$ cat src/hdl/lzw_variable_width_decoder_macros.svh
// Assertion helpers for the decoder source.
`ifndef LZW_VARIABLE_WIDTH_DECODER_MACROS_SVH
`define LZW_VARIABLE_WIDTH_DECODER_MACROS_SVH

// Same-cycle implication, checked outside reset.
`define LVWD_ASSERT_IMPL(lbl, a, c) \
  lbl: assert property (@(posedge clk) disable iff (rst) (a) |-> (c)) \
    else $error("lvwd check failed");

// Next-cycle implication, checked outside reset.
`define LVWD_ASSERT_NEXT(lbl, a, c) \
  lbl: assert property (@(posedge clk) disable iff (rst) (a) |=> (c)) \
    else $error("lvwd check failed");

`endif

$ cat src/hdl/lvwd_pkg.sv
`timescale 1ns / 1ps
`default_nettype none
package lvwd_pkg;
  localparam int MAX_CODE_BITS = 12;
  localparam int DICT_AW       = 12;
  localparam int DICT_DEPTH    = 4096;
  localparam int STRING_MAX    = 255;
  localparam int STACK_AW      = 8;

  localparam logic [11:0] CODE_CLEAR  = 12'h100;
  localparam logic [11:0] CODE_END    = 12'h101;
  localparam logic [12:0] FIRST_FREE  = 13'h102;
  localparam logic [12:0] FIRST_LIMIT = 13'h200;

  typedef struct packed {
    logic [11:0] prefix;
    logic [7:0]  suffix;
  } dict_entry_t;

  typedef struct packed {
    logic                en;
    logic [DICT_AW-1:0]  addr;
    dict_entry_t         entry;
  } dict_wr_t;

  typedef struct packed {
    logic                en;
    logic [STACK_AW-1:0] addr;
    logic [7:0]          data;
  } stk_wr_t;
endpackage
`default_nettype wire

$ cat src/hdl/lvwd_stack.sv
`timescale 1ns / 1ps
`default_nettype none
module lvwd_stack import lvwd_pkg::*; (
  input  wire logic               clk,
  input  wire stk_wr_t            wr,
  input  wire logic [STACK_AW-1:0] rd_addr,
  output logic [7:0]              rd_data
);
  logic [7:0] mem [2**STACK_AW];

  // Push decoded bytes, read back in reverse order
  always_ff @(posedge clk) begin
    if (wr.en) begin
      mem[wr.addr] <= wr.data;
    end
    rd_data <= mem[rd_addr];
  end
endmodule
`default_nettype wire
$ cat config.mk
export PLATFORM = sky130hd
export DESIGN_NAME = lvwd_stack
export DESIGN_NICKNAME = d
export VERILOG_FILES = /design/src/hdl/lzw_variable_width_decoder_macros.svh /design/src/hdl/lvwd_pkg.sv /design/src/hdl/lvwd_stack.sv
export SDC_FILE = /design/constraint.sdc
export NUM_CORES = 2
export LEC_CHECK = 0
export BUFFER_PORTS_ARGS = -buffer_cell sky130_fd_sc_hd__clkbuf_2
export CAP_MARGIN = 15
export CORE_AREA = 2 2 301 600
export DETAILED_ROUTE_END_ITERATION = 8
export DIE_AREA = 0 0 303 602
export PLACE_DENSITY = 0.66
export SKIP_CTS_REPAIR_TIMING = 1
export SYNTH_ARGS = -nofsm -noshare
export SYNTH_HDL_FRONTEND = slang
export SYNTH_SLANG_ARGS = --single-unit
$ cat constraint.sdc
create_clock -name clk -period 3.1 [get_ports clk]
set_clock_uncertainty 0.15 [all_clocks]
set_input_delay 0.31 -clock clk [delete_from_list [all_inputs] [get_ports clk]]
set_output_delay 0.31 -clock clk [all_outputs]
set_load 0.01 [all_outputs]
; ---- After elaboration in Yosys (flattened, before gate mapping)
; Memories as Yosys holds them, arrays and structs flattened. A register that Yosys moved wholly into a read port is not among the register bits.
; Index checks and enable logic that the tools add are counted.
; W data, S select, Z words.
[classes]
n_mux = 2
eq_ne = 0
reduce_logical = 0
bitwise_logic = 0
div_mod_pow = 0
shift = 0
add_sub_neg = 0
n_lt_le_gt_ge = 0
mul = 0
[ops]
columns = cell, count
row1 = $mux W1, 2
[word_totals]
in_bits = 26
elab_cells = 3
register_bits = 0
romBits = 0
latchBits = 0
memories = 1
ramBits = 2048
[mem_list]
columns = memory, words, word_bits, rd, rd_ports_with_merged_regs, wr, line_no
row1 = mem, 256, 8, 1, 1, 1, lvwd_stack.sv:9  ; logic [7:0] mem [2**STACK_AW];

; ---- Depth between registers and ports, before layout
[depth]
ltp_word = 2
depth_mapped = 11
mapped_depth_nobuf = 6

; ---- Worst setup path after synthesis
; Ideal clock, no wire load.
[synth_path]
path_type = input-to-reg
from = input rd_addr[0]
to = register rd_data[2], read port of mem
t_arrival_ps = 2117
stages = 9
path_slack_ps = 702
n_path_buf = 4
path_cell_list = buf_6 -> buf_12 -> buf_8 -> buf_2 -> mux4_2 -> a22oi_1 -> a21oi_1 -> nor4_1 -> nor4_2
[synth_rtl]
columns = item, line_no
row1 = start: declaration, lvwd_stack.sv:6  ; input wire logic [STACK_AW-1:0] rd_addr,
row2 = end: declaration, lvwd_stack.sv:7  ; output logic [7:0] rd_data

==> results.toml <==
[timing]
clock.fmax_mhz = 331.7
fin_crit_ns = 3.014
tns_ns = 0
max_slew_margin = 0.2457
hold_violations = 0
slew_violations = 0
setup_viol = 0
rsz0062_at_grt = "false"
min_period_over_period = 0.9724
worst_pin_slew_ns = 1.121
whs_ns = 0.09580

[detailed_routing]
route.detailed.drc = 2
firstDrtPassIters = 8
routed_wl_mm = 211.5
drtIter0Drc = 4118
via_per_inst = 5.967
wire_per_inst_um = 31.17
vias = 40500
ant_nets = 0

[setup_path]
r2r_end = "rd_data[3]"
cp-start-kind = "flip-flop"
crit_fanout = 1
crit_start = "mem[209][3]"
crit_slowest_cell = "nor3_1"
endpoint = "rd_data[3]"
reg2reg_from = "mem[209][3]"
cpLargestDelayFamily = "simple AND/OR/NAND/NOR gates"
cp.arrival_ns = 3.54
path_depth = 6
worstPathRequired_ns = 3.62
r2r_cells = 6
r2r_slack_ns = 0.09
path_buf_inv = 0
path_cells = "mux4_2 > a22o_1 > a221oi_1 > o32ai_1 > nor3_1 > nor4_1"
critical_path.max_stage_delay_ns = 0.83
path_class = "reg -> reg"
end_kind = "flip-flop"

[final_layout]
nNetsFinal = 4369
final_common_cell = "edfxtp_1"
syn2layout_area_growth_pct = 16.11
seq_area_um2 = 61660
final_area_um2 = 92380
multi_input_area_um2 = 16510
fillers = 13630
final_cell_mix = "2048 x edfxtp_1, 566 x buf_4, 454 x mux4_2"
post-route-util = 0.5195
drive_gt1_frac = 0.3089

[global_routing]
grt_pass1_wl_mm = 300.8
track_usage = 0.2330
grt_pass1_vias = 42410
grt_overflow_total = 0
antenna_found_initial = 16
grt_max_degree = 117

[run_status]
violations = "DRC"
outcome = "complete, but fails checks"

[logic_synthesis]
synth_top_area_share = 0.7730
synth_seq_area_share = 0.7750
synth_top_cell_by_area = "edfxtp_1"
synth_area_leaders = "edfxtp_1 77%, mux4_2 13%, mux2i_1 1.7%"
ys_ff_latch = 2056
syn_inst = 3733
synthesis.nets = 3759
synth_area_per_cell_um2 = 21.31
synth_top_flop_cell = "edfxtp_1"
synth_edf_count = 2048
ys_types = 55
synthArstFlopShare = 0
yosys_warnings = 0
syn_area_um2 = 79560

[power_and_ir_drop]
power_density_nw_per_um2 = 599.0
ir_worst_vdd_v = 0.0004951
leakagePower_uw = 0.02960

[floorplanning]
start_util = 0.4474
core_area_um2 = 177800
ios = 34
die_h_um = 602
rows = 219
die_area_um2 = 182400
dieWidth_um = 303

[clocking]
cts_sinks = 2056
clkLatencyLatePin_ns = 0.84
cts-htree-levels = 4
clkTransAtPathRegs_ns = 0.07
root_buffer = "clkbuf_16"
tritoncts = "yes"
cts_buffers = 170
clockBufferDepth = 4

[placed_design]
gp_congestion = 0.9024
placed_area_um2 = 86900
io_buffers = 33
place_hpwl_mm = 144.8

[job]
cap_viol_max_count = 0

[hold_path]
hold_class = "in -> reg"
==> kinds of logic (layout without fill, tap and decap cells) <==
logic type | after synthesis | after routing | share of synthesized area
other | 0 | 6 | 0
buffers and inverters | 235 | 963 | 0.01831
flip-flops | 2056 | 2056 | 0.7750
multiplexers | 591 | 591 | 0.1462
AND/OR/NAND/NOR | 466 | 466 | 0.02628
AO/OA/AOI/OAI | 385 | 385 | 0.03419
==> how the worst min path moves through the flow <==
stage                   to  cells past startpoint  start
3_3_place_gp    mem[59][0]                      1  wr[0]
3_5_place_dp    mem[54][0]                      1  wr[0]
5_1_grt        mem[155][3]                      3  wr[9]
4_1_cts         mem[54][0]                      1  wr[0]
6_report       mem[155][5]                      3  wr[9]
2_1_floorplan    mem[0][0]                      0  wr[0]
==> registers in the layout (all words and copies together) (netlist names) <==
| signal | flops |
|---|---|
| mem | 2048 |
| rd_data | 8 |
==> synthesized netlist by cell type (21+ instances only) <==
cell type	instances
edfxtp_1	2048
mux4_2	454
nor2_1	282
mux2i_1	134
a22oi_1	133
clkbuf_1	111
a21oi_1	96
o221ai_1	46
nand3_1	34
nand2_1	33
buf_2	31
nor2b_1	31
o22ai_1	28
buf_4	27
nor4_1	24
buf_1	22
nor3_1	22
buf_6	21
==> power breakdown <==
| part | switching, uW | total [uW] | internal [uW] |
|---|---|---|---|
| combinational | 1990 | 3230 | 1240 |
| sequential | 44.9 | 30700 | 30600 |
| clock | 9610 | 21400 | 11800 |
| total | 11600 | 55300 | 43700 |
==> layout make-up <==
cell class | instances | area share
Timing Repair Buffer | 671 | 0.06389
Inverter | 2 | 0.00008127
Sequential cell | 2056 | 0.6675
Clock inverter | 88 | 0.01016
Clock buffer | 202 | 0.04812
Antenna cell | 6 | 0.0001625
Multi-Input combinational cell | 1442 | 0.1787
Tap cell | 2320 | 0.03142
==> worst reg2reg max path: stages, from the launching register on <==
cell	delay [ns]
edfxtp_1	0.38
mux4_2	0.51
a22o_1	0.31
a221oi_1	0.39
o32ai_1	0.21
nor3_1	0.83
nor4_1	0.13
==> through the flow <==
stage	cells	total power [uW]	setup WS, ns
floorplan	3733	32750	0.7021
global placement	6482	34470	-0.9351
detailed placement	6483	34510	-0.5734
CTS	6773	55660	0.2055
global route	6782	56630	0.1711
finish	6787	55330	0.08566
==> routing by layer <==
metal / wire length (um) / vias up / share of wire / GRT usage
li1: - / 16830 / - / -
met1: 66930 / 21370 / 0.32 / 0.2450
met2: 115600 / 1728 / 0.55 / 0.4279
met3: 13240 / 553 / 0.063 / 0.03568
met4: 15720 / 12 / 0.074 / 0.1472
met5: 75 / - / 0.00035 / 0
(Power assumes the default switching activity.)
